===== config.mk =====
export PLATFORM = sky130hd
export DESIGN_NAME = preemptive_priority_scheduler
export DESIGN_NICKNAME = d
export VERILOG_FILES = /design/src/hdl/pps_pkg.sv /design/src/hdl/pps_cell.sv /design/src/hdl/preemptive_priority_scheduler.sv
export SDC_FILE = /design/constraint.sdc
export NUM_CORES = 2
export LEC_CHECK = 0
export ABC_AREA = 1
export BUFFER_PORTS_ARGS = -buffer_cell sky130_fd_sc_hd__buf_2
export CAP_MARGIN = 20
export CORE_MARGIN = 1
export CORE_UTILIZATION = 45
export CTS_CLUSTER_SIZE = 8
export DETAILED_ROUTE_END_ITERATION = 6
export PLACE_DENSITY = 0.58
export SKIP_LAST_GASP = 1
export SYNTH_ARGS = -nofsm -noshare
export SYNTH_HDL_FRONTEND = slang
export SYNTH_HIERARCHICAL = 1
export SYNTH_SLANG_ARGS = --single-unit

===== constraint.sdc =====
create_clock -name clock -period 7.02 [get_ports clock]
set_input_delay 1.053 -clock clock [delete_from_list [all_inputs] [get_ports clock]]
set_output_delay 1.053 -clock clock [all_outputs]
set_load 0.02 [all_outputs]

===== src/hdl/pps_pkg.sv =====
`timescale 1ns / 1ps
// Shared types and constants for the preemptive priority scheduler.
// Used by the scheduler cells, the top level and the port checker; no dependencies.
package pps_pkg;

   localparam int MAX_PROCESSES = 16;
   localparam int IDX_W         = $clog2(MAX_PROCESSES);
   localparam int CNT_W         = $clog2(MAX_PROCESSES + 1);

   localparam int ARR_W   = 12;
   localparam int BURST_W = 8;
   localparam int PRI_W   = 8;
   localparam int TIME_W  = 13;
   localparam int JOB_W   = 5;

   // Fields of one job as it is loaded.
   typedef struct packed {
      logic [ARR_W-1:0]   arrival;
      logic [BURST_W-1:0] burst;
      logic [PRI_W-1:0]   prio;
   } job_data_type;

   // What a cell hands to its lower neighbor while results are shifted out.
   typedef struct packed {
      logic [ARR_W-1:0]   arrival;
      logic [BURST_W-1:0] burst;
      logic [TIME_W-1:0]  completion;
   } cell_data_type;

   // Best candidate so far, rippling from cell 0 toward the tail.
   typedef struct packed {
      logic             found;
      logic [PRI_W-1:0] prio;
      logic [IDX_W-1:0] idx;
      logic             last_unit;
   } sched_token_type;

   // Broadcast control from the sequencer to every cell.
   typedef struct packed {
      logic              load;
      logic              shift;
      logic              dec;
      logic [IDX_W-1:0]  dec_idx;
      logic [CNT_W-1:0]  job_count;
      logic [TIME_W-1:0] tick;
      logic [TIME_W-1:0] next_tick;
   } cell_ctrl_type;

endpackage


===== src/hdl/pps_cell.sv =====
`timescale 1ns / 1ps
// One scheduler cell: holds a single job and takes part in the priority ripple.
// Depends on pps_pkg.
module pps_cell (
   input  logic                     clock,
   input  logic [pps_pkg::IDX_W-1:0] cell_index,
   input  pps_pkg::cell_ctrl_type   ctrl,
   input  pps_pkg::job_data_type    load_data,
   input  pps_pkg::cell_data_type   nbr_data,
   input  pps_pkg::sched_token_type token_in,
   output pps_pkg::cell_data_type   own_data,
   output pps_pkg::sched_token_type token_out
);
   import pps_pkg::*;

   logic [ARR_W-1:0]   arrival_ff;
   logic [BURST_W-1:0] burst_ff;
   logic [PRI_W-1:0]   priority_ff;
   logic [BURST_W-1:0] remaining_ff;
   logic [TIME_W-1:0]  completion_ff;
   sched_token_type    token_ff;
   sched_token_type    token_in_next;

   logic active;
   logic eligible;
   logic take;

   assign active   = CNT_W'(cell_index) < ctrl.job_count;
   assign eligible = active && (TIME_W'(arrival_ff) <= ctrl.tick) && (remaining_ff != '0);
   // Strict compare: on equal priority the earlier cell keeps the token.
   assign take     = eligible && (!token_in.found || (priority_ff < token_in.prio));

   always_comb begin
      token_in_next = token_in;
      if (take) begin
         token_in_next.found     = 1'b1;
         token_in_next.prio      = priority_ff;
         token_in_next.idx       = cell_index;
         token_in_next.last_unit = (remaining_ff == BURST_W'(1));
      end
   end

   always_ff @(posedge clock) begin
      token_ff <= token_in_next;
      if (ctrl.load && (ctrl.job_count == CNT_W'(cell_index))) begin
         arrival_ff   <= load_data.arrival;
         burst_ff     <= load_data.burst;
         priority_ff  <= load_data.prio;
         remaining_ff <= load_data.burst;
      end else if (ctrl.shift) begin
         arrival_ff    <= nbr_data.arrival;
         burst_ff      <= nbr_data.burst;
         completion_ff <= nbr_data.completion;
      end else if (ctrl.dec && (ctrl.dec_idx == cell_index)) begin
         remaining_ff <= remaining_ff - BURST_W'(1);
         if (remaining_ff == BURST_W'(1)) begin
            completion_ff <= ctrl.next_tick;
         end
      end
   end

   assign own_data.arrival    = arrival_ff;
   assign own_data.burst      = burst_ff;
   assign own_data.completion = completion_ff;
   assign token_out           = token_ff;

endmodule


===== src/hdl/preemptive_priority_scheduler.sv =====
`timescale 1ns / 1ps
// Preemptive priority scheduler top level: sequencer plus a row of scheduler cells.
// Depends on pps_pkg and pps_cell.
//
// Jobs are loaded one item per cycle while busy is low; the item with last_item set ends
// loading and raises busy. Then, in each simulated tick, the best-candidate token ripples
// through the row of cells, one cell per cycle, and after the ripple the chosen job is
// updated; the number of ticks is the completion time of the last
// job to finish. After that one result per job is strobed on rsp_valid, in load order,
// in consecutive cycles. The receiver cannot stall: every result is valid for exactly
// one cycle. busy falls with the last result, and the next item starts a new batch.
// Jobs beyond MAX_PROCESSES in one batch are dropped.
module preemptive_priority_scheduler (
   input  logic                          clock,
   input  logic                          reset,
   input  logic                          start,
   output logic                          busy,
   input  logic [pps_pkg::ARR_W-1:0]     req_arrival_time,
   input  logic [pps_pkg::BURST_W-1:0]   req_burst_time,
   input  logic [pps_pkg::PRI_W-1:0]     req_job_priority,
   input  logic                          req_last_item,
   output logic                          rsp_valid,
   output logic [pps_pkg::JOB_W-1:0]     rsp_job_number,
   output logic [pps_pkg::TIME_W-1:0]    rsp_completion_time,
   output logic [pps_pkg::TIME_W-1:0]    rsp_turnaround_time,
   output logic [pps_pkg::TIME_W-1:0]    rsp_waiting_time,
   output logic                          rsp_last_result
);
   import pps_pkg::*;

   typedef enum logic [1:0] {
      ST_IDLE,
      ST_SEARCH,
      ST_OUTPUT
   } state_type;

   state_type          state_ff;
   logic [CNT_W-1:0]   job_count_ff;
   logic [CNT_W-1:0]   done_ff;
   logic [CNT_W-1:0]   sweep_ff;
   logic [CNT_W-1:0]   out_cnt_ff;
   logic [TIME_W-1:0]  tick_ff;

   logic               rsp_valid_ff;
   logic [JOB_W-1:0]   rsp_job_number_ff;
   logic [TIME_W-1:0]  rsp_completion_ff;
   logic [TIME_W-1:0]  rsp_turnaround_ff;
   logic [TIME_W-1:0]  rsp_waiting_ff;
   logic               rsp_last_ff;

   logic [TIME_W-1:0]  tick_in;
   logic [CNT_W-1:0]   done_in;
   logic [CNT_W-1:0]   out_num;
   logic               accept;
   logic               sweep_end;
   logic [TIME_W-1:0]  turnaround;
   logic [TIME_W-1:0]  waiting;

   cell_ctrl_type      ctrl;
   job_data_type       load_data;
   cell_data_type      cell_data  [MAX_PROCESSES];
   sched_token_type    cell_token [MAX_PROCESSES];
   sched_token_type    tail;

   assign accept    = start && (state_ff == ST_IDLE);
   assign tail      = cell_token[MAX_PROCESSES-1];
   assign sweep_end = (state_ff == ST_SEARCH) && (sweep_ff == CNT_W'(MAX_PROCESSES));
   assign tick_in   = tick_ff + TIME_W'(1);
   assign done_in   = done_ff + CNT_W'(sweep_end && tail.found && tail.last_unit);
   assign out_num   = out_cnt_ff + CNT_W'(1);

   // A zero burst would never complete, so it is stored as one.
   assign load_data.arrival  = req_arrival_time;
   assign load_data.burst    = (req_burst_time == '0) ? BURST_W'(1) : req_burst_time;
   assign load_data.prio     = req_job_priority;

   assign ctrl.load      = accept && (job_count_ff < CNT_W'(MAX_PROCESSES));
   assign ctrl.shift     = (state_ff == ST_OUTPUT);
   assign ctrl.dec       = sweep_end && tail.found;
   assign ctrl.dec_idx   = tail.idx;
   assign ctrl.job_count = job_count_ff;
   assign ctrl.tick      = tick_ff;
   assign ctrl.next_tick = tick_in;

   for (genvar g = 0; g < MAX_PROCESSES; g++) begin : g_cell
      sched_token_type prev_token;
      cell_data_type   next_data;
      if (g == 0) begin : g_head
         assign prev_token = '0;
      end else begin : g_body
         assign prev_token = cell_token[g-1];
      end
      if (g == MAX_PROCESSES - 1) begin : g_tail
         assign next_data = '0;
      end else begin : g_inner
         assign next_data = cell_data[g+1];
      end
      pps_cell u_cell (
         .clock      (clock),
         .cell_index (IDX_W'(g)),
         .ctrl       (ctrl),
         .load_data  (load_data),
         .nbr_data   (next_data),
         .token_in   (prev_token),
         .own_data   (cell_data[g]),
         .token_out  (cell_token[g])
      );
   end

   // Results leave from cell 0 while the row shifts down by one each cycle.
   assign turnaround = cell_data[0].completion - TIME_W'(cell_data[0].arrival);
   assign waiting    = turnaround - TIME_W'(cell_data[0].burst);

   always_ff @(posedge clock) begin
      if (reset) begin
         state_ff     <= ST_IDLE;
         job_count_ff <= '0;
         done_ff      <= '0;
         sweep_ff     <= '0;
         out_cnt_ff   <= '0;
         tick_ff      <= '0;
         rsp_valid_ff <= 1'b0;
      end else begin
         rsp_valid_ff <= 1'b0;
         case (state_ff)
            ST_IDLE: begin
               if (accept) begin
                  if (ctrl.load) begin
                     job_count_ff <= job_count_ff + CNT_W'(1);
                  end
                  if (req_last_item) begin
                     state_ff <= ST_SEARCH;
                     tick_ff  <= '0;
                     done_ff  <= '0;
                     sweep_ff <= '0;
                  end
               end
            end
            ST_SEARCH: begin
               if (sweep_end) begin
                  tick_ff  <= tick_in;
                  done_ff  <= done_in;
                  sweep_ff <= '0;
                  if (done_in == job_count_ff) begin
                     state_ff   <= ST_OUTPUT;
                     out_cnt_ff <= '0;
                  end
               end else begin
                  sweep_ff <= sweep_ff + CNT_W'(1);
               end
            end
            ST_OUTPUT: begin
               rsp_valid_ff      <= 1'b1;
               rsp_job_number_ff <= JOB_W'(out_num);
               rsp_completion_ff <= cell_data[0].completion;
               rsp_turnaround_ff <= turnaround;
               rsp_waiting_ff    <= waiting;
               rsp_last_ff       <= (out_num == job_count_ff);
               out_cnt_ff        <= out_num;
               if (out_num == job_count_ff) begin
                  state_ff     <= ST_IDLE;
                  job_count_ff <= '0;
                  tick_ff      <= '0;
                  done_ff      <= '0;
               end
            end
            default: begin
               state_ff <= ST_IDLE;
            end
         endcase
      end
   end

   assign busy                = (state_ff != ST_IDLE);
   assign rsp_valid           = rsp_valid_ff;
   assign rsp_job_number      = rsp_job_number_ff;
   assign rsp_completion_time = rsp_completion_ff;
   assign rsp_turnaround_time = rsp_turnaround_ff;
   assign rsp_waiting_time    = rsp_waiting_ff;
   assign rsp_last_result     = rsp_last_ff;

endmodule


== Word-level counts from Yosys, hierarchy flattened ==
Cells that the tools add are included.
Storage, ports and cells
  word-level logic and storage cells: 758
  output and inout port bits: 47
  input port bits: 32
  bits in registers: 1081
Operators by class
  add/sub/neg operators: 23
  bitwise gates (word level): 17
  reduce and logical (&&, ||, !) cells: 241
  $lt $le $gt $ge: 48
  multiplexer cells: 201
  equal/unequal tests: 73
Operators by type and width (count)
  2-to-1 mux 13 bit: 65
  2-to-1 mux 8 bit: 81
  2-to-1 mux 12 bit: 32
  <= comparator 12 x 13 -> 1 bit: 16
  nonzero test 2 bit: 68
  == test 8 x 1 -> 1 bit (second input constant): 16
  nonzero test 8 bit: 16
  subtractor 8 x 1 -> 8 bit (second input constant): 16
  less-than comparator 8 bit: 15
  logical AND 1 bit: 84
  AND reduction 3 bit: 18
  2-to-1 mux 5 bit: 9
  == test 5 x 4 -> 1 bit (second input constant): 8
  less-than comparator 4 x 5 -> 1 bit (first input constant): 8
  one-hot mux 13 bit (3 select lines): 1
  != test 2 x 1 -> 1 bit (second input constant): 19
  AND reduction 2 bit: 17
  == test 4 bit (second input constant): 8
  one-hot mux 5 bit (2 select lines): 3
  == test 5 x 3 -> 1 bit (second input constant): 4
  less-than comparator 3 x 5 -> 1 bit (first input constant): 4
  NOT 1 bit: 17
  == test 4 x 3 -> 1 bit (second input constant): 4
  adder 5 x 1 -> 5 bit (second input constant): 3
  30 further kinds: 71

== Depth between registers and ports, before layout ==
  depth in word-level cells: 9
  depth in mapped cells: 19
  gate-level depth less buffers: 18

== Cells and area by module ==
The synthesis kept the hierarchy.
Modules (own cells, without submodules)
  pps_cell (g_cell[0].u_cell ...): instances 15, area each 3387.0 um^2, sequential area each 1751.7 um^2, cells each 386
  preemptive_priority_scheduler: instances 1, area each 4505.6 um^2, sequential area each 2072.0 um^2, cells each 539
  pps_cell (g_cell[9].u_cell): instances 1, area each 3385.7 um^2, sequential area each 1751.7 um^2, cells each 390

== Worst setup path after synthesis ==
OpenSTA, ideal clock, no wires.
  kind: reg-to-reg
  start point: register state_ff[1]
  end point: register rsp_completion_ff[0] (netlist: rsp_completion_time[0]), enable pin
  path buffers: 0
  clock period less this slack: 5.459 ns
  data arrival time: 5.010 ns
  setup time: 0.449 ns
  path slack: 1.561 ns
  cell stages (with the launch flop): 5
  data required time: 6.571 ns
  cell sequence: dfxtp_1 inv_1 nor2_2 inv_1 nor2_1
RTL lines
  start: declaration: line preemptive_priority_scheduler.sv:37  | state_type state_ff;
  start signal: assignment: line preemptive_priority_scheduler.sv:116  | state_ff <= ST_IDLE;
  start signal: assignment: line preemptive_priority_scheduler.sv:132  | state_ff <= ST_SEARCH;
  start signal: assignment: line preemptive_priority_scheduler.sv:145  | state_ff <= ST_OUTPUT;
  end signal: assignment: line preemptive_priority_scheduler.sv:155  | rsp_completion_ff <= cell_data[0].completion;
  end: declaration: line preemptive_priority_scheduler.sv:46  | logic [TIME_W-1:0] rsp_completion_ff;

== Final worst setup path ==
  start point: register job_count_ff[1]
  end point: register g_cell[8].u_cell.burst_ff[0], enable pin
On the way
  word-level cells in the longest chain between the ends: 4
  elaborated cells on any way between the ends: 5
  those cells by class: 1 x order compare; 1 x eq/ne; 3 x reduce/logical
RTL lines
  start: declaration: line preemptive_priority_scheduler.sv:38  | logic [CNT_W-1:0] job_count_ff;
  start signal: assignment: line preemptive_priority_scheduler.sv:129  | job_count_ff <= job_count_ff + CNT_W'(1);
  less-than comparator 5 bit: line preemptive_priority_scheduler.sv:77  | assign ctrl.load = accept && (job_count_ff < CNT_W'(MAX_PROCESSES));
  logical AND 1 bit: line preemptive_priority_scheduler.sv:77
  logical AND 1 bit (*): line pps_cell.sv:45  | if (ctrl.load && (ctrl.job_count == CNT_W'(cell_index))) begin
  nonzero test 2 bit (no source line) (*)
  end signal: assignment: line pps_cell.sv:47  | burst_ff <= load_data.burst;
  end signal: assignment: line pps_cell.sv:52  | burst_ff <= nbr_data.burst;
  end: declaration: line pps_cell.sv:17  | logic [BURST_W-1:0] burst_ff;
Every way passes the cells marked *; elsewhere a longest branch is shown, timed or not.
A chain may end at the register's enable or synchronous reset.

==> results.py <==
metrics = {
    "grt": {
        "grt_first_pass_wirelength_mm": 249,
        "grt_pass1_vias": 42265,
        "initial_antenna_violation_count": 5,
        "globalRouteOverflowTotal": 0,
        "grt_util_all_layers_pct": 25.0,
        "grt_start_max_net_pins": 59,
    },
    "worst_setup_path": {
        "rr_startpoint": "job_count_ff[1]$_SDFFE_PP0P_",
        "crit_path_max_fanout": 32,
        "cp-startpoint": "job_count_ff[1]$_SDFFE_PP0P_",
        "crit_type": "reg2reg",
        "cp_data_arrival_time_ns": 4.22,
        "worstPathRequired_ns": 7.33,
        "start_kind": "flop",
        "rr_worst_depth": 9,
        "capturing_element_type_of_the_critical_path": "flop",
    },
    "die": {
        "fp.dieArea_sq_um": 131000,
        "starting_utilization_of_the_core_area_pct": 45.6,
        "die-height_um": 362,
        "boundaryPins": 79,
        "placeable_core_region_sq_um": 128000,
        "fp-row-count": 131,
        "die_extent_in_x_um": 362,
    },
    "detailed_routing": {
        "route.antenna.remaining_nets": 0,
        "postRouteWirelength_mm": 164,
        "detail_route.wl_per_cell_um": 18.5,
        "drc": 0,
        "detailedRoute.firstPassIterationCount": 6,
        "drt_iter0_drc": 3639,
        "vias_per_cell": 5.03,
        "num_vias": 44662,
    },
    "clock_network": {
        "cts_buffer_depth": 3,
        "cts_root_buffer": "clkbuf_16",
        "cts_post_setup_buffers_inserted": 0,
        "worst_setup_hold_path_clk_slew_ns": 0.05,
        "hold_buffers": 0,
        "cts.sink_count": 1081,
        "htree_num_levels": 4,
        "tritoncts_clock_tree": "built",
        "insertion_delay_ns": 0.79,
        "post_cts.resized_instances": 0,
        "numCtsBuffers": 155,
    },
    "sta": {
        "final.setup_skew_ns": 0.0421,
        "max_freq_ghz": 0.256,
        "setup_tns_ns": 0,
        "hold_viol_final": 0,
        "max_slew.worst_pin.slew_ns": 1.07,
        "rsz0062_at_grt": "no",
        "timing.slew.headroom_pct": 28.3,
        "setup_viol": 0,
        "final.period_utilization_pct": 55.6,
        "drv_slew": 0,
        "fin_crit_ns": 3.90,
    },
    "worst_hold_path": {
        "hold_path.startpoint": "g_cell[14].u_cell/token_out[1]$_DFF_P_",
        "hold_path_depth": 2,
        "hold_path.class": "reg2reg",
    },
    "synthesis": {
        "cell_count_after_synthesis": 6687,
        "synth.cell_area_sq_um": 58400,
        "postSynthAreaPerCell_sq_um": 8.74,
        "synth.yosys.warnings": 6,
    },
    "placement": {
        "place.gp.congestion": 0.878,
        "hpwl_detailed_mm": 113,
        "placed_area_sq_um": 61200,
        "port_buffers": 78,
    },
    "power": {
        "total_leakage_power_nw": 29.9,
        "internal_power_mw": 12.3,
        "max-vdd-ir-drop_mv": 0.251,
        "p_sw_share_pct": 27.4,
        "p_comb_share_pct": 12.4,
        "power-per-cell-area_nw_per_um2": 256,
        "sequentialPowerShare_pct": 46.0,
        "clock_power_share_pct": 41.7,
        "p_sw_mw": 4.62,
    },
    "finish": {
        "synthesis_to_finish_area_growth_pct": 12.8,
        "final_core_utilization_pct": 51.4,
        "final_net_count": 7510,
        "ff_latch_area_sq_um": 29900,
        "postLayoutCellArea_sq_um": 65900,
        "post_route_cells_drive_above_1_share_pct": 7.19,
        "multiInputGateArea_sq_um": 25000,
        "final.fill_count": 11947,
    },
    "run": {
        "cap_viol_max_count": 0,
    },
    "status": {
        "run_status": "completed",
    },
}
[metal layers]
| metal | wire length (um) | vias up | share of wire, % | global-route usage [%] |
|---|---|---|---|---|
| met3 | 10100 | 284 | 6.2 | 3.60 |
| met2 | 76300 | 1278 | 46 | 40.7 |
| met5 | 0 | - | 0 | 0 |
| met4 | 4640 | 0 | 2.8 | 7.90 |
| li1 | - | 22130 | - | - |
| met1 | 73200 | 20970 | 45 | 34.2 |
[power groups by stage]
stage          logic [mW]  clock network, mW  registers (mW)
2_1_floorplan        1.60                  0            7.68
3_3_place_gp         2.01                  0            7.89
3_5_place_dp         2.07                  0            7.87
4_1_cts              2.09               7.19            7.76
5_1_grt              2.40               7.45            7.80
6_report             2.09               7.03            7.75
[worst max-delay path: stages, from the launching register on]
cell and delay, ns:
dfxtp_1 0.58, buf_4 0.48, inv_1 0.09, ha_1 0.30, nand2_1 0.08, nor2_1 0.05
and3_1 0.14, buf_4 0.24, inv_1 0.67, nand2_1 0.76
[flip-flops by register name, indices dropped and copies added (netlist names), 128 cells and up]
| register | count |
|---|---|
| g_cell.u_cell/token_out | 216 |
| g_cell.u_cell/completion_ff | 208 |
| g_cell.u_cell/arrival_ff | 192 |
| g_cell.u_cell/burst_ff | 128 |
| g_cell.u_cell/priority_ff | 128 |
| g_cell.u_cell/remaining_ff | 128 |
[path summary, 6_finish.rpt]
kind                                                          endpoint  slack (ns)
worst min register to register  g_cell[15].u_cell/token_out[1]$_DFF_P_        0.42
worst max register to register  g_cell[8].u_cell/burst_ff[0]$_DFFE_PP_        3.12
worst max-delay path            g_cell[8].u_cell/burst_ff[0]$_DFFE_PP_        3.12
worst min-delay path            g_cell[15].u_cell/token_out[1]$_DFF_P_        0.42
[final cells by class]
cell class / instances / share of cell area (%)
Sequential cell: 1081 / 45.4
Multi-Input combinational cell: 4810 / 38.0
Clock buffer: 239 / 6.44
Inverter: 838 / 4.77
Tap cell: 1729 / 3.28
Timing Repair Buffer: 163 / 1.59
Clock inverter: 17 / 0.478
Antenna cell: 1 / 0.00380
[stage by stage]
stage | power (mW) | setup WS [ns] | hold slack (ns) | instances
6_report | 16.9 | 3.12 | 0.415 | 8878
5_1_grt | 17.6 | 2.85 | 0.443 | 8877
4_1_cts | 17.0 | 3.11 | 0.415 | 8860
3_5_place_dp | 9.94 | 2.61 | 0.408 | 8604
3_3_place_gp | 9.90 | 2.64 | 0.407 | 8601
2_1_floorplan | 9.29 | 1.56 | 0.396 | 6933
[layout by cell type, fill, tap and decap left out, types with 66 or more instances in the layout]
cell type and n:
dfxtp_1 248, nand2_1 2791, nor2_1 243, ha_1 427, buf_2 83, inv_1 836, o21ai_0 177, edfxtp_1 829
a21oi_1 158, xor2_1 80, conb_1 248, nand4_1 229, clkbuf_16 156, clkbuf_1 80, buf_4 66, nand3_1 130
Power figures use the tool's default switching activity.
